## config.mk

```make
export PLATFORM = sky130hd
export DESIGN_NAME = distance_jump_rejecting_smoother_flat
export DESIGN_NICKNAME = d
export VERILOG_FILES = /design/src/hdl/djrs_pkg.sv /design/src/hdl/djrs_if.sv /design/src/hdl/djrs_div.sv /design/src/hdl/distance_jump_rejecting_smoother.sv /design/src/flat_wrapper.sv
export SDC_FILE = /design/constraint.sdc
export NUM_CORES = 1
export LEC_CHECK = 0
export BUFFER_PORTS_ARGS = -buffer_cell sky130_fd_sc_hd__buf_2
export CAP_MARGIN = 20
export CORE_MARGIN = 2
export CORE_UTILIZATION = 57
export DETAILED_ROUTE_END_ITERATION = 16
export PLACE_DENSITY = 0.76
export SETUP_SLACK_MARGIN = 0.02
export SLEW_MARGIN = 20
export SYNTH_ARGS = -nofsm -noshare
export SYNTH_HDL_FRONTEND = slang
export SYNTH_SLANG_ARGS = --single-unit
```

## constraint.sdc

```tcl
create_clock -name clk -period 6.5 [get_ports clk]
set_clock_uncertainty 0.1 [all_clocks]
set_input_delay 0 -clock clk [delete_from_list [all_inputs] [get_ports clk]]
set_output_delay 0 -clock clk [all_outputs]
set_load 0.01 [all_outputs]
```

## src/hdl/djrs_pkg.sv

```systemverilog
// Package for the distance jump rejecting smoother.
// Holds widths, outcome and register codes, the sequencer states and the
// request/response structs of the shared divide unit. No dependencies.
package djrs_pkg;

  localparam int DIST_W  = 20;
  localparam int KEYA_W  = 16;
  localparam int KEYN_W  = 8;
  localparam int CNT_W   = 3;
  localparam int OC_W    = 3;
  localparam int CFG_IDX_W = 2;
  localparam int CFG_DATA_W = 20;

  // Width of cand*n + x (n at most 7).
  localparam int SUM_W   = DIST_W + CNT_W;

  localparam logic [OC_W-1:0] OUT_PASS    = 3'd0;
  localparam logic [OC_W-1:0] OUT_RESTART = 3'd1;
  localparam logic [OC_W-1:0] OUT_SMOOTH  = 3'd2;
  localparam logic [OC_W-1:0] OUT_HELD    = 3'd3;
  localparam logic [OC_W-1:0] OUT_ACCEPT  = 3'd4;

  localparam logic [CFG_IDX_W-1:0] CFG_JUMP_THR = 2'd0;
  localparam logic [CFG_IDX_W-1:0] CFG_CAND_TOL = 2'd1;
  localparam logic [CFG_IDX_W-1:0] CFG_CONF_NEED = 2'd2;
  localparam logic [CFG_IDX_W-1:0] CFG_SMOOTH_SH = 2'd3;

  localparam logic [DIST_W-1:0] JUMP_THR_RST = 20'd2880;
  localparam logic [DIST_W-1:0] CAND_TOL_RST = 20'd1920;
  localparam logic [CNT_W-1:0]  CONF_NEED_RST = 3'd3;
  localparam logic [CNT_W-1:0]  SMOOTH_SH_RST = 3'd2;

  typedef enum logic [2:0] {
    ST_IDLE,
    ST_EVAL,
    ST_DIV,
    ST_CHECK,
    ST_FINISH
  } djrs_state_t;

  typedef enum logic [1:0] {
    DV_IDLE,
    DV_MUL,
    DV_DIV,
    DV_DONE
  } djrs_dv_phase_t;

  typedef struct packed {
    logic              start;
    logic [DIST_W-1:0] cand;
    logic [CNT_W-1:0]  n;
    logic [DIST_W-1:0] x;
  } djrs_div_req_t;

  typedef struct packed {
    logic              done;
    logic [DIST_W-1:0] quot;
  } djrs_div_rsp_t;

endpackage

```

## src/hdl/djrs_if.sv

```systemverilog
// Valid/ready channel interfaces for sample and result transactions.
// Depends on djrs_pkg for field widths.
interface djrs_in_if;
  logic                          valid;
  logic                          ready;
  logic [djrs_pkg::KEYA_W-1:0]   key_address;
  logic [djrs_pkg::KEYN_W-1:0]   key_number;
  logic [djrs_pkg::DIST_W-1:0]   sample_distance;
  logic                          sample_ok;

  modport source (output valid, key_address, key_number, sample_distance, sample_ok,
                  input ready);
  modport sink   (input valid, key_address, key_number, sample_distance, sample_ok,
                  output ready);
endinterface

interface djrs_out_if;
  logic                          valid;
  logic                          ready;
  logic [djrs_pkg::DIST_W-1:0]   stable_distance;
  logic [djrs_pkg::OC_W-1:0]     outcome;

  modport source (output valid, stable_distance, outcome, input ready);
  modport sink   (input valid, stable_distance, outcome, output ready);
endinterface

```

## src/hdl/djrs_div.sv

```systemverilog
// Shared add/subtract unit under a small sequencer: forms cand*n + x by
// shift-and-add, then divides by n+1 one quotient bit a cycle (restoring).
// Depends on djrs_pkg.
module djrs_div (
  input  logic                    clk,
  input  logic                    rst_n,
  input  djrs_pkg::djrs_div_req_t req,
  output djrs_pkg::djrs_div_rsp_t rsp
);
  import djrs_pkg::*;

  localparam int ADD_W = SUM_W + 1;

  djrs_dv_phase_t     phase_r, phase_nxt;
  logic [4:0]         cnt_r, cnt_nxt;
  logic [SUM_W-1:0]   acc_r, acc_nxt;
  logic [CNT_W-1:0]   rem_r, rem_nxt;
  logic [DIST_W-1:0]  cand_r, cand_nxt;
  logic [CNT_W-1:0]   n_r, n_nxt;

  logic [ADD_W-1:0]   op_a, op_b;
  logic               op_sub;
  logic [ADD_W:0]     add_res;
  logic [CNT_W:0]     trial;
  logic [CNT_W:0]     divisor;
  logic [CNT_W:0]     n_ext;
  logic [SUM_W-1:0]   mul_term;

  // the one adder; carry out on subtract means no borrow
  assign add_res = {1'b0, op_a} + {1'b0, (op_b ^ {ADD_W{op_sub}})} + {{ADD_W{1'b0}}, op_sub};

  assign trial    = {rem_r, acc_r[SUM_W-1]};
  assign divisor  = {1'b0, n_r} + {{CNT_W{1'b0}}, 1'b1};
  assign n_ext    = {1'b0, n_r};
  assign mul_term = n_ext[cnt_r[1:0]] ? ({{CNT_W{1'b0}}, cand_r} << cnt_r[1:0]) : '0;

  always_comb begin
    phase_nxt = phase_r;
    cnt_nxt   = cnt_r;
    acc_nxt   = acc_r;
    rem_nxt   = rem_r;
    cand_nxt  = cand_r;
    n_nxt     = n_r;
    op_a      = {1'b0, acc_r};
    op_b      = {1'b0, mul_term};
    op_sub    = 1'b0;
    unique case (phase_r)
      DV_IDLE: begin
        if (req.start) begin
          cand_nxt  = req.cand;
          n_nxt     = req.n;
          acc_nxt   = {{CNT_W{1'b0}}, req.x};
          rem_nxt   = '0;
          cnt_nxt   = '0;
          phase_nxt = DV_MUL;
        end
      end
      DV_MUL: begin
        acc_nxt = add_res[SUM_W-1:0];
        if (cnt_r == 5'(CNT_W - 1)) begin
          cnt_nxt   = '0;
          phase_nxt = DV_DIV;
        end else begin
          cnt_nxt = cnt_r + 5'd1;
        end
      end
      DV_DIV: begin
        op_a   = {{(ADD_W-CNT_W-1){1'b0}}, trial};
        op_b   = {{(ADD_W-CNT_W-1){1'b0}}, divisor};
        op_sub = 1'b1;
        if (add_res[ADD_W]) begin
          rem_nxt = add_res[CNT_W-1:0];
        end else begin
          rem_nxt = trial[CNT_W-1:0];
        end
        acc_nxt = {acc_r[SUM_W-2:0], add_res[ADD_W]};
        if (cnt_r == 5'(SUM_W - 1)) begin
          phase_nxt = DV_DONE;
        end else begin
          cnt_nxt = cnt_r + 5'd1;
        end
      end
      DV_DONE: begin
        phase_nxt = DV_IDLE;
      end
      default: phase_nxt = DV_IDLE;
    endcase
  end

  always_ff @(posedge clk) begin
    if (!rst_n) begin
      phase_r <= DV_IDLE;
      cnt_r   <= '0;
    end else begin
      phase_r <= phase_nxt;
      cnt_r   <= cnt_nxt;
    end
    acc_r  <= acc_nxt;
    rem_r  <= rem_nxt;
    cand_r <= cand_nxt;
    n_r    <= n_nxt;
  end

  // quotient lies between its operands, so the low bits hold it all
  assign rsp.done = (phase_r == DV_DONE);
  assign rsp.quot = acc_r[DIST_W-1:0];

endmodule

```

## src/hdl/distance_jump_rejecting_smoother.sv

```systemverilog
// Top level of the distance jump rejecting smoother: tracking state, config
// registers, item sequencer and output register.
// Depends on djrs_pkg, djrs_if (channel interfaces) and djrs_div.
//
//  channel | dir | handshake         | payload
//  in_ch   | in  | valid/ready       | key_address, key_number, sample_distance, sample_ok
//  out_ch  | out | valid/ready       | stable_distance, outcome
//  cfg_*   | in  | cfg_we, no wait   | cfg_index, cfg_wdata
//
// One sample transaction at a time. Pass-through, restart and smoothed
// samples go from ST_EVAL straight to ST_FINISH; a new jump candidate passes
// ST_CHECK first; a confirming candidate waits in ST_DIV on the divide unit
// (3 shift-add steps for cand*n + x, 23 restoring quotient steps, then done).
// in_ch.ready is high only while the sequencer is idle; a finished result
// waits in the output register, which does not block the next accept, but a
// second result stalls in ST_FINISH until the first is taken.
// Reset (rst_n low, synchronous) clears tracking state and loads the
// register defaults; there is no clearing pass.
module distance_jump_rejecting_smoother (
  input  logic                             clk,
  input  logic                             rst_n,
  djrs_in_if.sink                          in_ch,
  djrs_out_if.source                       out_ch,
  input  logic                             cfg_we,
  input  logic [djrs_pkg::CFG_IDX_W-1:0]   cfg_index,
  input  logic [djrs_pkg::CFG_DATA_W-1:0]  cfg_wdata
);
  import djrs_pkg::*;

  // configuration
  logic [DIST_W-1:0] thr_r, tol_r;
  logic [CNT_W-1:0]  need_r, shift_r;

  always_ff @(posedge clk) begin
    if (!rst_n) begin
      thr_r   <= JUMP_THR_RST;
      tol_r   <= CAND_TOL_RST;
      need_r  <= CONF_NEED_RST;
      shift_r <= SMOOTH_SH_RST;
    end else if (cfg_we) begin
      unique case (cfg_index)
        CFG_JUMP_THR:  thr_r   <= cfg_wdata[DIST_W-1:0];
        CFG_CAND_TOL:  tol_r   <= cfg_wdata[DIST_W-1:0];
        CFG_CONF_NEED: need_r  <= cfg_wdata[CNT_W-1:0];
        CFG_SMOOTH_SH: shift_r <= cfg_wdata[CNT_W-1:0];
        default: ;
      endcase
    end
  end

  djrs_state_t        state_r, state_nxt;

  // latched sample
  logic [KEYA_W-1:0]  ka_r, ka_nxt;
  logic [KEYN_W-1:0]  kn_r, kn_nxt;
  logic [DIST_W-1:0]  x_r, x_nxt;
  logic               ok_r, ok_nxt;

  // tracking state
  logic               track_r, track_nxt;
  logic [KEYA_W-1:0]  tka_r, tka_nxt;
  logic [KEYN_W-1:0]  tkn_r, tkn_nxt;
  logic [DIST_W-1:0]  stable_r, stable_nxt;
  logic [DIST_W-1:0]  cand_r, cand_nxt;
  logic [CNT_W-1:0]   cnt_r, cnt_nxt;

  // pending result and output register
  logic [DIST_W-1:0]  res_r, res_nxt;
  logic [OC_W-1:0]    oc_r, oc_nxt;
  logic [DIST_W-1:0]  out_dist_r, out_dist_nxt;
  logic [OC_W-1:0]    out_oc_r, out_oc_nxt;
  logic               out_valid_r, out_valid_nxt;

  djrs_div_req_t      div_req;
  djrs_div_rsp_t      div_rsp;

  djrs_div u_div (
    .clk   (clk),
    .rst_n (rst_n),
    .req   (div_req),
    .rsp   (div_rsp)
  );

  // deviations and the smoothing step (floor via arithmetic shift)
  logic signed [DIST_W:0] dev_s, cdev_s, step_s, smooth_s;
  logic [DIST_W-1:0]      dev_mag, cdev_mag, smooth_val;
  logic                   key_match;

  assign dev_s      = $signed({1'b0, x_r}) - $signed({1'b0, stable_r});
  assign cdev_s     = $signed({1'b0, x_r}) - $signed({1'b0, cand_r});
  assign dev_mag    = dev_s[DIST_W]  ? DIST_W'(-dev_s)  : dev_s[DIST_W-1:0];
  assign cdev_mag   = cdev_s[DIST_W] ? DIST_W'(-cdev_s) : cdev_s[DIST_W-1:0];
  assign step_s     = dev_s >>> shift_r;
  assign smooth_s   = $signed({1'b0, stable_r}) + step_s;
  // stays between old stable and sample, so 20 bits hold it
  assign smooth_val = smooth_s[DIST_W-1:0];
  assign key_match  = track_r && (tka_r == ka_r) && (tkn_r == kn_r);

  assign in_ch.ready = (state_r == ST_IDLE);

  always_comb begin
    state_nxt     = state_r;
    ka_nxt        = ka_r;
    kn_nxt        = kn_r;
    x_nxt         = x_r;
    ok_nxt        = ok_r;
    track_nxt     = track_r;
    tka_nxt       = tka_r;
    tkn_nxt       = tkn_r;
    stable_nxt    = stable_r;
    cand_nxt      = cand_r;
    cnt_nxt       = cnt_r;
    res_nxt       = res_r;
    oc_nxt        = oc_r;
    out_dist_nxt  = out_dist_r;
    out_oc_nxt    = out_oc_r;
    out_valid_nxt = out_valid_r && !out_ch.ready;
    div_req.start = 1'b0;
    div_req.cand  = cand_r;
    div_req.n     = cnt_r;
    div_req.x     = x_r;

    unique case (state_r)
      ST_IDLE: begin
        if (in_ch.valid) begin
          ka_nxt    = in_ch.key_address;
          kn_nxt    = in_ch.key_number;
          x_nxt     = in_ch.sample_distance;
          ok_nxt    = in_ch.sample_ok;
          state_nxt = ST_EVAL;
        end
      end
      ST_EVAL: begin
        if (!ok_r) begin
          // invalid sample: pass through, state untouched
          res_nxt   = x_r;
          oc_nxt    = OUT_PASS;
          state_nxt = ST_FINISH;
        end else if (!key_match) begin
          track_nxt  = 1'b1;
          tka_nxt    = ka_r;
          tkn_nxt    = kn_r;
          cnt_nxt    = '0;
          stable_nxt = x_r;
          cand_nxt   = x_r;
          res_nxt    = x_r;
          oc_nxt     = OUT_RESTART;
          state_nxt  = ST_FINISH;
        end else if (dev_mag <= thr_r) begin
          stable_nxt = smooth_val;
          cnt_nxt    = '0;
          cand_nxt   = x_r;
          res_nxt    = smooth_val;
          oc_nxt     = OUT_SMOOTH;
          state_nxt  = ST_FINISH;
        end else if (cnt_r == '0 || cdev_mag > tol_r) begin
          // fresh jump candidate
          cand_nxt  = x_r;
          cnt_nxt   = CNT_W'(1);
          state_nxt = ST_CHECK;
        end else begin
          // confirming candidate: average through the divide unit
          div_req.start = 1'b1;
          state_nxt     = ST_DIV;
        end
      end
      ST_DIV: begin
        if (div_rsp.done) begin
          cand_nxt  = div_rsp.quot;
          cnt_nxt   = cnt_r + CNT_W'(1);
          state_nxt = ST_CHECK;
        end
      end
      ST_CHECK: begin
        if (cnt_r >= need_r) begin
          stable_nxt = cand_r;
          cnt_nxt    = '0;
          res_nxt    = cand_r;
          oc_nxt     = OUT_ACCEPT;
        end else begin
          res_nxt = stable_r;
          oc_nxt  = OUT_HELD;
        end
        state_nxt = ST_FINISH;
      end
      ST_FINISH: begin
        if (!out_valid_r || out_ch.ready) begin
          out_dist_nxt  = res_r;
          out_oc_nxt    = oc_r;
          out_valid_nxt = 1'b1;
          state_nxt     = ST_IDLE;
        end
      end
      default: state_nxt = ST_IDLE;
    endcase
  end

  always_ff @(posedge clk) begin
    if (!rst_n) begin
      state_r     <= ST_IDLE;
      track_r     <= 1'b0;
      tka_r       <= '0;
      tkn_r       <= '0;
      stable_r    <= '0;
      cand_r      <= '0;
      cnt_r       <= '0;
      out_valid_r <= 1'b0;
    end else begin
      state_r     <= state_nxt;
      track_r     <= track_nxt;
      tka_r       <= tka_nxt;
      tkn_r       <= tkn_nxt;
      stable_r    <= stable_nxt;
      cand_r      <= cand_nxt;
      cnt_r       <= cnt_nxt;
      out_valid_r <= out_valid_nxt;
    end
    ka_r       <= ka_nxt;
    kn_r       <= kn_nxt;
    x_r        <= x_nxt;
    ok_r       <= ok_nxt;
    res_r      <= res_nxt;
    oc_r       <= oc_nxt;
    out_dist_r <= out_dist_nxt;
    out_oc_r   <= out_oc_nxt;
  end

  assign out_ch.valid           = out_valid_r;
  assign out_ch.stable_distance = out_dist_r;
  assign out_ch.outcome         = out_oc_r;

`ifndef SYNTHESIS
  // a stored count of seven only exists in the cycle it is checked
  a_cnt_below_seven: assert property (@(posedge clk) disable iff (!rst_n)
    (state_r != ST_CHECK) |-> (cnt_r != 3'd7))
    else $error("candidate count seven outside check state");

  // divide unit reports only while the sequencer waits on it
  a_div_done_in_div: assert property (@(posedge clk) disable iff (!rst_n)
    div_rsp.done |-> (state_r == ST_DIV))
    else $error("divide done outside divide state");

  // a new result appears only from the finish state
  a_out_from_finish: assert property (@(posedge clk) disable iff (!rst_n)
    $rose(out_valid_r) |-> ($past(state_r) == ST_FINISH))
    else $error("result loaded outside finish state");

  // no candidate is pending without a tracked key
  a_idle_track_cnt: assert property (@(posedge clk) disable iff (!rst_n)
    !track_r |-> (cnt_r == '0))
    else $error("candidate pending while not tracking");
`endif

endmodule

```

## src/flat_wrapper.sv

```systemverilog
// flat-port wrapper written by rule: the top's interface ports become plain ports
module distance_jump_rejecting_smoother_flat import djrs_pkg::*;
  (clk, rst_n, cfg_we, cfg_index, cfg_wdata, in_ch_valid, in_ch_key_address, in_ch_key_number, in_ch_sample_distance, in_ch_sample_ok, in_ch_ready, out_ch_valid, out_ch_stable_distance, out_ch_outcome, out_ch_ready);
  djrs_in_if in_ch_i ();
  djrs_out_if out_ch_i ();
  input  logic clk;
  input  logic rst_n;
  input  logic cfg_we;
  input  logic [djrs_pkg::CFG_IDX_W-1:0] cfg_index;
  input  logic [djrs_pkg::CFG_DATA_W-1:0] cfg_wdata;
  input wire logic [$bits(in_ch_i.valid)-1:0] in_ch_valid;
  input wire logic [$bits(in_ch_i.key_address)-1:0] in_ch_key_address;
  input wire logic [$bits(in_ch_i.key_number)-1:0] in_ch_key_number;
  input wire logic [$bits(in_ch_i.sample_distance)-1:0] in_ch_sample_distance;
  input wire logic [$bits(in_ch_i.sample_ok)-1:0] in_ch_sample_ok;
  output wire logic [$bits(in_ch_i.ready)-1:0] in_ch_ready;
  output wire logic [$bits(out_ch_i.valid)-1:0] out_ch_valid;
  output wire logic [$bits(out_ch_i.stable_distance)-1:0] out_ch_stable_distance;
  output wire logic [$bits(out_ch_i.outcome)-1:0] out_ch_outcome;
  input wire logic [$bits(out_ch_i.ready)-1:0] out_ch_ready;
  assign in_ch_i.valid = in_ch_valid;
  assign in_ch_i.key_address = in_ch_key_address;
  assign in_ch_i.key_number = in_ch_key_number;
  assign in_ch_i.sample_distance = in_ch_sample_distance;
  assign in_ch_i.sample_ok = in_ch_sample_ok;
  assign in_ch_ready = in_ch_i.ready;
  assign out_ch_valid = out_ch_i.valid;
  assign out_ch_stable_distance = out_ch_i.stable_distance;
  assign out_ch_outcome = out_ch_i.outcome;
  assign out_ch_i.ready = out_ch_ready;
  distance_jump_rejecting_smoother u_core (.clk(clk), .rst_n(rst_n), .in_ch(in_ch_i), .out_ch(out_ch_i), .cfg_we(cfg_we), .cfg_index(cfg_index), .cfg_wdata(cfg_wdata));
endmodule
```

==> results of run 1 <==
-- synth_stat cells (all sizes together), types with 20 or more instances --
master	n	area share, %
nand2	332	6.7
a21oi	190	5.1
nor2	182	3.6
edfxtp	140	22
ha	134	8.9
dfxtp	125	13
inv	123	2.5
clkbuf	95	1.9
o21ai	87	2.3
mux2i	74	4.0
xnor2	68	3.2
a211oi	57	2.3
xor2	56	2.6
a21o	42	1.7
nor2b	38	1.3
nor3	38	1.0
nand3	30	0.80
o211ai	27	1.1
a31oi	21	0.70
nand2b	21	0.70
o21a	20	0.80
-- registers in the layout (all words and copies together) (netlist names), 5 cells and up --
signal	cells
u_core.u_div.cnt_r	5
u_core.u_div.acc_r	23
u_core.thr_r	20
u_core.tkn_r	8
u_core.u_div.cand_r	20
u_core.tol_r	20
u_core.stable_r	20
u_core.cand_r	20
u_core.ka_r	16
u_core.kn_r	8
u_core.x_r	20
u_core.tka_r	16
u_core.res_r	20
u_core.out_ch.stable_distance	20
-- cells in the final DEF (no fill, tap or decap), types with 14 or more instances in the layout --
cell                              n
sky130_fd_sc_hd__nand2b_1        21
sky130_fd_sc_hd__nor2_1         180
sky130_fd_sc_hd__nand4_1         17
sky130_fd_sc_hd__dfxtp_1        125
sky130_fd_sc_hd__xor2_1          56
sky130_fd_sc_hd__nor3_1          37
sky130_fd_sc_hd__inv_1          122
sky130_fd_sc_hd__nand3_1         30
sky130_fd_sc_hd__a211oi_1        56
sky130_fd_sc_hd__nand2_1        332
sky130_fd_sc_hd__edfxtp_1       140
sky130_fd_sc_hd__a31o_2          18
sky130_fd_sc_hd__o21a_1          20
sky130_fd_sc_hd__buf_2           96
sky130_fd_sc_hd__and3_1          14
sky130_fd_sc_hd__a21o_1          41
sky130_fd_sc_hd__mux2_2          18
sky130_fd_sc_hd__ha_1           132
sky130_fd_sc_hd__o211ai_1        27
sky130_fd_sc_hd__or3_1           17
sky130_fd_sc_hd__buf_4           52
sky130_fd_sc_hd__o31ai_1         16
sky130_fd_sc_hd__mux2i_1         74
sky130_fd_sc_hd__clkbuf_16       29
sky130_fd_sc_hd__xnor2_1         68
sky130_fd_sc_hd__dlygate4sd3_1   79
sky130_fd_sc_hd__nor2b_1         38
sky130_fd_sc_hd__a31oi_1         21
sky130_fd_sc_hd__o21ai_0         84
sky130_fd_sc_hd__a21oi_1        190
sky130_fd_sc_hd__or2_2           16
-- logic make-up (layout without fill, tap and decap cells) --
| family | Yosys count | in the layout |
|---|---|---|
| AND/OR/NAND/NOR | 765 | 765 |
| AO/OA/AOI/OAI | 576 | 576 |
| flip-flops | 265 | 265 |
| buffers and inverters | 234 | 404 |
| adder cells (fa/ha/maj) | 138 | 138 |
| XOR/XNOR | 124 | 124 |
| multiplexers | 97 | 97 |
-- power by group --
group          switching [mW]  total [mW]  internal (mW)
logic                    1.12        1.88          0.762
clock network           0.696        1.61          0.913
registers               0.116        2.02           1.91
-- path summary, 6_finish.rpt --
| kind | start | end | slack, ps | depth (start not counted) |
|---|---|---|---|---|
| setup / recovery | u_core.x_r[12] | u_core.u_div.cnt_r[3] | 320 | 18 |
| hold / removal | in_ch_sample_distance[16] | u_core.x_r[16] | 50 | 2 |
| setup reg to reg | u_core.x_r[12] | u_core.u_div.cnt_r[3] | 320 | 18 |
| hold reg to reg | u_core.res_r[17] | u_core.out_ch.stable_distance[17] | 320 | 0 |
-- layer usage --
layer	vias to the layer above	global-route usage, %
met4	0	14.6
met3	147	5.80
met2	888	51.1
met5	-	0
li1	8188	-
met1	8180	45.9
-- per-stage QoR --
step | worst slack, ps | power [mW]
6_report | 319 | 5.51
5_1_grt | -48.9 | 5.79
4_1_cts | 266 | 5.46
3_5_place_dp | 306 | 3.83
3_3_place_gp | 556 | 3.79
2_1_floorplan | 269 | 3.33
-- area by class of cell --
cell class	instances	area, um^2
Clock buffer	36	762
Clock inverter	16	150
Fill cell	2661	11000
Inverter	125	470
Multi-Input combinational cell	1700	11200
Sequential cell	265	6710
Tap cell	442	553
Timing Repair Buffer	227	1660
-- repair_timing --
action | 4_1_cts | 5_1_grt
resized for setup | 0 | 8
setup buffers | 0 | 4
hold buffers | 79 | 0
endpoints found under the hold margin | 97 | 0
endpoints found under the setup margin | 0 | 82
==> impl_results.rst, run 1 <==
.. list-table::
   :header-rows: 1

   * - Metric
     - Value
   * - Antenna diode instance count
     - 0
   * - Pin count of the biggest net entering global routing
     - 75
   * - Area of the core
     - 32500 um^2
   * - Total count of hold-check failures in the final report
     - 0
   * - Slowest stage cell on the critical path
     - sky130_fd_sc_hd__edfxtp_1
   * - Delay of the slowest critical-path stage
     - 740 ps
   * - Via density per instance
     - 6.19
   * - Vias in the first global route
     - 16300
   * - Leakage component of the power
     - 8.49 nW
   * - Longest Clk Path Bufs
     - 3
   * - Count of input and output buffers
     - 96
   * - Xor and xnor area share after synthesis
     - 5.80%
   * - Data arrival at the endpoint of the critical path
     - 6520 ps
   * - Design area
     - 21500 um^2
   * - Wire length after detailed routing
     - 57200 um
   * - Die width
     - 185 um
   * - Status
     - finished clean
   * - Post-synth EDFFs
     - 140
   * - Overall overflow remaining after global route
     - 0
   * - Post-layout instance count excluding filler cells
     - 2811
   * - Critical path endpoint category
     - flip-flop
   * - Hpwl dp
     - 41100 um
   * - Combinational family with the most area after synthesis
     - compound AO/OA/AOI/OAI gates
   * - Required time reported for the critical path endpoint
     - 6840 ps
   * - WL met2
     - 24700 um
   * - Length of routed wiring on met1
     - 24200 um
   * - Vias
     - 17400
   * - Transition time of the tightest slew-check pin
     - 1030 ps
   * - Sinks on Clock Net
     - 265
   * - Worst-Skew Late Latency
     - 560 ps
   * - Placement-stage cell area
     - 19700 um^2
   * - Initial cell density of the core
     - 57.7%
   * - Crit path kind
     - reg -> reg
   * - Synthesized-area fraction occupied by adder cells
     - 9.38%
   * - Total Routing Usage GR
     - 33.2%
   * - Total setup violations reported at the end of the flow
     - 0
   * - CTS Root Buffer Type
     - sky130_fd_sc_hd__clkbuf_16
   * - Post-synthesis net count
     - 2409
   * - Max FO, Critical Path
     - 7
   * - Area of the die
     - 34300 um^2
   * - Post-CTS clock slew at the launch and capture registers of the worst setup and hold paths
     - 70 ps
   * - Final weighted congestion in routability-driven placement
     - 0.968
   * - Final worst path period need
     - 6180 ps
   * - Cell count after synthesis
     - 2199
   * - Worst hold slack across all endpoints
     - 46.0 ps
   * - Fmax
     - 0.162 GHz
   * - Number of CTS-inserted buffers
     - 28
   * - Area delta synth->final
     - 14.7%
   * - First-pass GRT wire length
     - 89100 um
   * - Die height
     - 185 um
   * - Num ports
     - 97
   * - Element type at the critical path start
     - flip-flop
   * - H-tree levels
     - 1
   * - Final max-slew violation count
     - 0
   * - Total Nets Final
     - 2557
   * - YS warnings
     - 0
   * - Max cap viols
     - 0
   * - DR pass1 iterations
     - 6
   * - Post-synthesis simple-gate area fraction
     - 18.7%
   * - Total buffers and inverters traversed by the critical path
     - 0
   * - Largest delay share family, worst path
     - compound AO/OA/AOI/OAI gates
   * - Initial antenna violation count
     - 0
   * - Standard-cell row count
     - 66
   * - Remaining number of nets flagged by the antenna check after routing
     - 0
   * - Unique cell type count in the Yosys netlist
     - 82
   * - Length of routed met3 wiring
     - 5570 um
   * - Fraction of the yosys area taken by sequential cells
     - 35.8%
   * - Period Utilization, post-route
     - 95.1%
   * - Cells along the critical path
     - ha_1, a21oi_1, o22ai_1, a2111oi_2, nor2_1, xnor2_1, nor4b_1, a41oi_1, xnor2_1, ha_1, nand4_1, nor3_1, nand4_1, o22ai_1, o31a_1, a31oi_1, or3_1, o41ai_1
   * - Placed instance count
     - 2676
   * - Unrepaired setup endpoints after global routing
     - yes
   * - Commonest register cell after synthesis
     - sky130_fd_sc_hd__edfxtp_1
   * - Post-synthesis instance area
     - 18700 um^2
   * - Detailed Route Iter0 Violations
     - 1728
   * - Clock tree from TritonCTS
     - yes
   * - Seq cells post-synth
     - 265
   * - Synth async-reset ratio
     - 0%
   * - Min-Delay Path Class
     - in -> reg
   * - Post-synthesis compound-gate area fraction
     - 20.0%
   * - Power density over cell area
     - 257 nW/um^2
   * - Top routing layer in use
     - met4
   * - Synthesized area per cell
     - 8.52 um^2
   * - Average wire per standard cell
     - 20.3 um
   * - Sum Neg Setup Slack
     - 0 ps
   * - Fraction of layout cells with a size suffix above 1
     - 11.5%
   * - Maximum vdd drop
     - 0.218 mV
   * - Finished Core Util
     - 66.2%
   * - Max-slew headroom
     - 31.0%
   * - Share of cell area taken by muxes after synthesis
     - 5.64%
   * - DRC
     - 0
Note: power is estimated with default switching activity, not from simulation.
==> inputs of run 2 (changes only) <==
--- a/config.mk
+++ b/config.mk
@@ -10,7 +10,8 @@
 export CORE_MARGIN = 2
 export CORE_UTILIZATION = 57
 export DETAILED_ROUTE_END_ITERATION = 16
-export PLACE_DENSITY = 0.76
+export PLACE_DENSITY = 0.78
+export REMOVE_ABC_BUFFERS = 1
 export SETUP_SLACK_MARGIN = 0.02
 export SLEW_MARGIN = 20
 export SYNTH_ARGS = -nofsm -noshare
==> run 2 against run 1 <==
Against the previous run: final cell count increased by 0.14%; sequential share of layout area decreased by 0.081 points; sequential cell count stayed put; global-route usage fell by 1.8 points; total power rose by 0.34%; final area rose by 0.26%; critical path depth up 2; hold slack improved by 6.0 ps; critical endpoint unchanged; largest power group unchanged.
==> impl_results.rst, run 2 (synthesis results as in run 1) <==
.. list-table::
   :header-rows: 1

   * - Metric
     - Value
   * - Status
     - finished clean
   * - Standard-cell row count
     - 66 (unchanged)
   * - Clock tree from TritonCTS
     - yes
   * - Post-layout instance count excluding filler cells
     - 2815 (+0.14%)
   * - Most frequent cells in the layout
     - sky130_fd_sc_hd__nand2_1, sky130_fd_sc_hd__a21oi_1, sky130_fd_sc_hd__nor2_1, sky130_fd_sc_hd__edfxtp_1, sky130_fd_sc_hd__ha_1
   * - Endpoint of the worst register-to-register path
     - u_core.u_div.cnt_r[3]
   * - Area used by multi-input combinational logic
     - 11200 um^2 (about the same)
   * - Slack of the worst reg-to-reg path
     - 460 ps (+140 ps)
   * - Placed instance count
     - 2681 (+0.19%)
   * - Longest Clk Path Bufs
     - 3 (unchanged)
   * - Hpwl dp
     - 40200 um (-2.2%)
   * - Count of input and output buffers
     - 96 (unchanged)
   * - Unrepaired setup endpoints after global routing
     - no
   * - Detailed Route Iter0 Violations
     - 1361 (-21%)
   * - Worst reg-to-reg path cell count
     - 20 (+2)
   * - Vias
     - 17300 (-0.48%)
   * - Final weighted congestion in routability-driven placement
     - 1.00 (+3.2%)
   * - Remaining number of nets flagged by the antenna check after routing
     - 0 (unchanged)
   * - Internal power contribution
     - 3.61 mW (+0.92%)
   * - Proportion of power drawn by combinational gates
     - 34.7% (+0.5 points)
   * - Setup slack of the critical path after layout
     - 457 ps (+138 ps)
   * - Max-slew headroom
     - 27.7% (-3.3 points)
   * - Leakage component of the power
     - 8.53 nW (+0.39%)
   * - Biggest register
     - u_core.u_div.acc_r
   * - Total setup violations reported at the end of the flow
     - 0 (unchanged)
   * - Sink of the worst hold path
     - u_core.kn_r[2]
   * - Final max-slew violation count
     - 0 (unchanged)
   * - Required time reported for the critical path endpoint
     - 6840 ps (about the same)
   * - Pin count of the biggest net entering global routing
     - 64 (-15%)
   * - Number of stages on the worst hold path
     - 2 (unchanged)
   * - H-tree levels
     - 1 (unchanged)
   * - Final worst path period need
     - 6040 ps (-138 ps)
   * - Combined flip-flop and latch cell area
     - 6710 um^2 (unchanged)
   * - Overall overflow remaining after global route
     - 0 (unchanged)
   * - Max cap viols
     - 0 (unchanged)
   * - Total Routing Usage GR
     - 31.4% (-1.8 points)
   * - Fmax
     - 0.165 GHz (+2.3%)
   * - Share of total power consumed by net switching
     - 34.7% (-0.37 points)
   * - Total net switching power
     - 1.92 mW (-0.72%)
   * - Power density over cell area
     - 257 nW/um^2 (about the same)
   * - Vias in the first global route
     - 16400 (+0.54%)
   * - Wire length after detailed routing
     - 55100 um (-3.6%)
   * - Max FO, Critical Path
     - 11 (+4)
   * - Total Nets Final
     - 2560 (+0.12%)
   * - Fraction of layout cells with a size suffix above 1
     - 11.7% (+0.15 points)
   * - Transition time of the tightest slew-check pin
     - 1080 ps (+41.2 ps)
   * - Element type at the critical path start
     - flip-flop
   * - Initial cell density of the core
     - 57.7% (unchanged)
   * - Start point of the worst hold path
     - in_ch_key_number[2]
   * - First-pass GRT wire length
     - 85900 um (-3.6%)
   * - Worst-case setup slack after placement
     - 317 ps (+10.5 ps)
   * - Max reg flops
     - 23 (unchanged)
   * - Power share of the sequential group
     - 36.2% (-0.5 points)
   * - Fillcell total
     - 2670 (+0.34%)
   * - Number of CTS-inserted buffers
     - 28 (unchanged)
   * - Sinks on Clock Net
     - 265 (unchanged)
   * - Area of the core
     - 32500 um^2 (unchanged)
   * - Clk pwr share
     - 29.1% (about the same)
   * - Maximum vdd drop
     - 0.212 mV (-2.8%)
   * - Num ports
     - 97 (unchanged)
   * - Commonest non-fill, non-tap cell in the layout
     - sky130_fd_sc_hd__nand2_1
   * - Post-CTS clock slew at the launch and capture registers of the worst setup and hold paths
     - 70 ps (about the same)
   * - Initial antenna violation count
     - 0 (unchanged)
   * - Total count of hold-check failures in the final report
     - 0 (unchanged)
   * - Die width
     - 185 um (unchanged)
   * - Crit path kind
     - reg -> reg
   * - Min-Delay Path Class
     - in -> reg
   * - Startpoint of the worst-slack reg-to-reg timing path
     - u_core.x_r[3]
   * - Via density per instance
     - 6.15 (-0.62%)
   * - DRC
     - 0 (unchanged)
   * - Data arrival at the endpoint of the critical path
     - 6390 ps (-130 ps)
   * - DR pass1 iterations
     - 6 (unchanged)
   * - Area delta synth->final
     - 15.0%
   * - Worst-Skew Late Latency
     - 550 ps (about the same)
   * - Area of the die
     - 34300 um^2 (unchanged)
   * - CTS Root Buffer Type
     - sky130_fd_sc_hd__clkbuf_16
   * - Total power after layout
     - 5.53 mW (+0.34%)
   * - Die height
     - 185 um (unchanged)
   * - Period Utilization, post-route
     - 93.0% (-2.1 points)
   * - Critical path endpoint category
     - flip-flop
   * - Average wire per standard cell
     - 19.6 um (-3.7%)
run 2: metrics by stage:
step	TNS, ps	hold slack (ps)	util (%)	area (um^2)
after floorplan	-3420	-38.1	-	18300
after global placement	0	76.1	61.0	19800
after detailed placement	0	78.1	61.0	19800
after CTS	0	33.3	66.3	21500
after global routing	0	54.0	66.4	21600
final	0	52.0	66.4	21600
run 2: power groups by stage:
stage | combinational (mW) | clock, mW | sequential [mW]
after floorplan | 1.30 | 0 | 2.01
after CTS | 1.88 | 1.62 | 2.00
after global routing | 2.11 | 1.69 | 2.01
after global placement | 1.79 | 0 | 2.03
final | 1.92 | 1.61 | 2.00
after detailed placement | 1.83 | 0 | 2.03
run 2: timing repair:
item                       4_1_cts  5_1_grt
resized for setup                0        9
setup buffers                    0        2
hold buffers                    79        0
setup endpoints to repair        0      116
hold endpoints to repair        97        0
run 2: critical path, cell delays in order (launching register included):
cell                       delay [ps]
sky130_fd_sc_hd__edfxtp_1         580
sky130_fd_sc_hd__ha_1             470
sky130_fd_sc_hd__o21ai_0          110
sky130_fd_sc_hd__a21oi_1          310
sky130_fd_sc_hd__mux2i_1          160
sky130_fd_sc_hd__or4b_1           610
sky130_fd_sc_hd__nor4b_2          320
sky130_fd_sc_hd__and3_1           260
sky130_fd_sc_hd__nor3b_2          280
sky130_fd_sc_hd__a41oi_1          170
sky130_fd_sc_hd__xnor2_1          170
sky130_fd_sc_hd__ha_1             310
sky130_fd_sc_hd__nand4_1          130
sky130_fd_sc_hd__nor3_1           250
sky130_fd_sc_hd__nand4_1          160
sky130_fd_sc_hd__o22ai_1          150
sky130_fd_sc_hd__o31a_1           290
sky130_fd_sc_hd__a31oi_1          120
sky130_fd_sc_hd__buf_4            200
sky130_fd_sc_hd__or3_1            440
sky130_fd_sc_hd__o41ai_1          310
run 2: cell type report:
| cell class | count | share of cell area, % |
|---|---|---|
| Inverter | 125 | 2.18 |
| Timing Repair Buffer | 230 | 7.93 |
| Antenna cell | 1 | 0.0116 |
| Clock inverter | 9 | 0.244 |
| Clock buffer | 43 | 4.04 |
| Sequential cell | 265 | 31.1 |
| Multi-Input combinational cell | 1700 | 51.9 |
| Tap cell | 442 | 2.57 |
run 2: metal layers:
metal	GRT usage (%)	part of all wire, %	up-vias
met5	0	0	-
met4	10.3	3.3	0
met3	4.03	7.1	139
met2	53.5	48	748
met1	41.3	42	8239
li1	-	-	8193
run 2: how the worst max path moves through the flow:
stage | slack (ps) | cells past startpoint | to | from
2_1_floorplan | -150 | 20 | u_core.oc_r[0] | u_core.x_r[0]
3_3_place_gp | 470 | 20 | u_core.stable_r[16] | u_core.x_r[1]
3_5_place_dp | 320 | 20 | u_core.res_r[18] | u_core.x_r[1]
4_1_cts | 250 | 20 | u_core.res_r[18] | u_core.x_r[1]
5_1_grt | 30 | 23 | u_core.u_div.cnt_r[3] | u_core.x_r[1]
6_report | 460 | 20 | u_core.u_div.cnt_r[3] | u_core.x_r[3]
==> inputs of run 3 (changes only) <==
--- a/config.mk
+++ b/config.mk
@@ -7,6 +7,7 @@
 export LEC_CHECK = 0
 export BUFFER_PORTS_ARGS = -buffer_cell sky130_fd_sc_hd__buf_2
 export CAP_MARGIN = 20
+export CORE_ASPECT_RATIO = 1.2
 export CORE_MARGIN = 2
 export CORE_UTILIZATION = 57
 export DETAILED_ROUTE_END_ITERATION = 16
==> run 3 against run 2 <==
Against the previous run: maximum frequency down 2.0%; setup slack worse by 130 ps; hold slack worse by 16 ps; via count down 0.94%; sequential cell count unchanged; final cell count down 0.96%; non-clock buffer count up 9; global-route usage up 0.38 points; clock-buffer cell count down 4; first-iteration DRC count up 4.0%; critical endpoint is now u_core.u_div.cnt_r[4]; largest power group unchanged.
==> impl_results.rst, run 3 (synthesis results as in run 1) <==
.. list-table::
   :header-rows: 1

   * - Metric
     - Value
   * - Combined flip-flop and latch cell area
     - 6710 um^2 (unchanged)
   * - Count of input and output buffers
     - 96 (unchanged)
   * - Delay of the slowest critical-path stage
     - 510 ps (-100 ps)
   * - H-tree levels
     - 1 (unchanged)
   * - Fraction of layout cells with a size suffix above 1
     - 11.7% (about the same)
   * - Start point of the worst hold path
     - in_ch_sample_distance[3]
   * - Max FO, Critical Path
     - 19 (+8)
   * - Hpwl dp
     - 40500 um (+0.66%)
   * - Vias
     - 17200 (-0.94%)
   * - Die height
     - 203 um (+9.3%)
   * - Average wire per standard cell
     - 19.8 um (+0.90%)
   * - Worst-case setup slack after placement
     - 94.8 ps (-222 ps)
   * - Power share of the sequential group
     - 36.7% (+0.5 points)
   * - Via density per instance
     - 6.15 (about the same)
   * - Crit path kind
     - reg -> reg
   * - Overall overflow remaining after global route
     - 0 (unchanged)
   * - Commonest non-fill, non-tap cell in the layout
     - sky130_fd_sc_hd__nand2_1
   * - Initial cell density of the core
     - 57.9% (+0.20 points)
   * - Longest Clk Path Bufs
     - 3 (unchanged)
   * - Max-slew headroom
     - 29.4% (+1.7 points)
   * - Antenna diode instance count
     - 0 (-1)
   * - Cells along the critical path
     - inv_1, ha_1, inv_1, fa_1, a21o_1, nand4_1, a21oi_1, a211oi_2, o311ai_1, a21o_1, a21o_2, a21oi_1, xnor2_1, ha_1, nand4_1, nor3_1, nand2_1, or2_2, o2111a_1, a221oi_1, buf_4, a31oi_2, or3_1, o41ai_1
   * - Max cap viols
     - 0 (unchanged)
   * - CTS Root Buffer Type
     - sky130_fd_sc_hd__clkbuf_16
   * - DRC
     - 0 (unchanged)
   * - Die width
     - 170 um (-8.5%)
   * - Detailed Route Iter0 Violations
     - 1416 (+4.0%)
   * - Clk pwr share
     - 28.6% (-0.5 points)
   * - Status
     - finished clean
   * - Internal power contribution
     - 3.55 mW (-1.8%)
   * - Vias in the first global route
     - 16700 (+1.8%)
   * - Sink of the worst hold path
     - u_core.x_r[3]
   * - Pin count of the biggest net entering global routing
     - 66 (+3.1%)
   * - Total setup violations reported at the end of the flow
     - 0 (unchanged)
   * - Worst hold slack across all endpoints
     - 35.5 ps (-16.5 ps)
   * - Finished Core Util
     - 66.8% (+0.36 points)
   * - Setup slack of the critical path after layout
     - 330 ps (-126 ps)
   * - Total count of hold-check failures in the final report
     - 0 (unchanged)
   * - First-pass GRT wire length
     - 87400 um (+1.7%)
   * - Area delta synth->final
     - 15.3%
   * - Leakage component of the power
     - 8.54 nW (+0.15%)
   * - Worst-Skew Late Latency
     - 570 ps (+20 ps)
   * - Worst reg-to-reg path cell count
     - 24 (+20%)
   * - Number of stages on the worst hold path
     - 2 (unchanged)
   * - Unrepaired setup endpoints after global routing
     - yes
   * - Num ports
     - 97 (unchanged)
   * - Period Utilization, post-route
     - 94.9% (+1.9 points)
   * - Power density over cell area
     - 253 nW/um^2 (-1.4%)
   * - Required time reported for the critical path endpoint
     - 6860 ps (+20 ps)
   * - Final max-slew violation count
     - 0 (unchanged)
   * - Most frequent cells in the layout
     - sky130_fd_sc_hd__nand2_1, sky130_fd_sc_hd__a21oi_1, sky130_fd_sc_hd__nor2_1, sky130_fd_sc_hd__edfxtp_1, sky130_fd_sc_hd__ha_1
   * - Startpoint of the worst-slack reg-to-reg timing path
     - u_core.x_r[0]
   * - Critical path endpoint category
     - flip-flop
   * - Area of the core
     - 32300 um^2 (-0.35%)
   * - Number of CTS-inserted buffers
     - 28 (unchanged)
   * - Element type at the critical path start
     - flip-flop
   * - Total Nets Final
     - 2569 (+0.35%)
   * - Total net switching power
     - 1.92 mW (-0.13%)
   * - Final worst path period need
     - 6170 ps (+126 ps)
   * - Biggest register
     - u_core.u_div.acc_r
   * - Fillcell total
     - 2606 (-2.4%)
   * - Area used by multi-input combinational logic
     - 11200 um^2 (+0.43%)
   * - Data arrival at the endpoint of the critical path
     - 6530 ps (+140 ps)
   * - Sinks on Clock Net
     - 265 (unchanged)
   * - Share of total power consumed by net switching
     - 35.1% (+0.39 points)
   * - Min-Delay Path Class
     - in -> reg
   * - Maximum vdd drop
     - 0.215 mV (+1.5%)
   * - Remaining number of nets flagged by the antenna check after routing
     - 0 (unchanged)
   * - Total Routing Usage GR
     - 31.8% (+0.38 points)
   * - Max reg flops
     - 23 (unchanged)
   * - Proportion of power drawn by combinational gates
     - 34.7% (about the same)
   * - Endpoint of the worst register-to-register path
     - u_core.u_div.cnt_r[4]
   * - Clock tree from TritonCTS
     - yes
   * - Area of the die
     - 34300 um^2 (about the same)
   * - Post-CTS clock slew at the launch and capture registers of the worst setup and hold paths
     - 70 ps (about the same)
   * - Initial antenna violation count
     - 0 (unchanged)
   * - Slack of the worst reg-to-reg path
     - 330 ps (-130 ps)
   * - Transition time of the tightest slew-check pin
     - 1060 ps (-17.5 ps)
   * - Slowest stage cell on the critical path
     - sky130_fd_sc_hd__or3_1
   * - Wire length after detailed routing
     - 55100 um (about the same)
   * - Fmax
     - 0.162 GHz (-2.0%)
   * - Standard-cell row count
     - 72 (+9.1%)
   * - Final weighted congestion in routability-driven placement
     - 0.983 (-1.7%)
   * - DR pass1 iterations
     - 5 (-1)
==> run 3: cell type report <==
type | instances | share of cell area, %
inverter | 125 | 2.18
sequential | 265 | 31.1
tap | 407 | 2.36
multi-input combinational | 1700 | 52.0
timing repair buffer | 239 | 8.27
clock inverter | 13 | 0.400
clock buffer | 39 | 3.70
==> run 3: through the flow <==
stage          area (um^2)  TNS, ps  std cells  total power, mW
2_1_floorplan        18300    -3420       2090             3.31
3_3_place_gp         19700        0       2647             3.78
3_5_place_dp         19700        0       2647             3.83
4_1_cts              21500        0       2787             5.42
5_1_grt              21600        0       2788             5.75
6_report             21600        0       2788             5.47
==> run 3: how the worst max path moves through the flow <==
stage / endpoint / slack (ps) / start / cells after the start
2_1_floorplan: u_core.oc_r[0] / -150 / u_core.x_r[0] / 20
3_3_place_gp: u_core.u_div.cnt_r[4] / 340 / u_core.x_r[0] / 21
3_5_place_dp: u_core.u_div.cnt_r[4] / 90 / u_core.x_r[0] / 21
4_1_cts: u_core.u_div.cnt_r[4] / 40 / u_core.x_r[0] / 21
5_1_grt: u_core.u_div.cnt_r[4] / 6 / u_core.x_r[0] / 24
6_report: u_core.u_div.cnt_r[4] / 330 / u_core.x_r[0] / 24
==> run 3: worst max-delay path, delay by kind of cell, from the launching register on <==
kind / cells / cell delay, ps
compound gates: 11 / 2540
xor+xnor: 1 / 110
fa+ha+maj: 3 / 940
buf+inv: 3 / 440
flops: 1 / 450
simple gates: 6 / 1460
==> run 3: repair_timing <==
action / in CTS / in global routing
gates resized for setup: 0 / 15
endpoints found under the setup margin: 0 / 123
endpoints found under the hold margin: 97 / 0
buffers inserted: 0 / 1
hold buffers: 88 / 0
==> run 3: per-layer routing <==
layer	share of wire, %	track usage (%)	vias to the layer above	routed length (um)
li1	-	-	8212	-
met1	40	38.3	8129	21900
met2	49	56.4	639	27200
met3	5.8	3.47	176	3200
met4	5.1	15.4	0	2810
met5	0	0	-	0
==> run 3: power by group through the flow <==
stage | combinational (mW) | sequential, mW | clock [mW]
detailed placement | 1.79 | 2.04 | 0
finish | 1.90 | 2.01 | 1.56
global placement | 1.75 | 2.03 | 0
floorplan | 1.30 | 2.01 | 0
global route | 2.09 | 2.01 | 1.64
CTS | 1.84 | 2.00 | 1.58
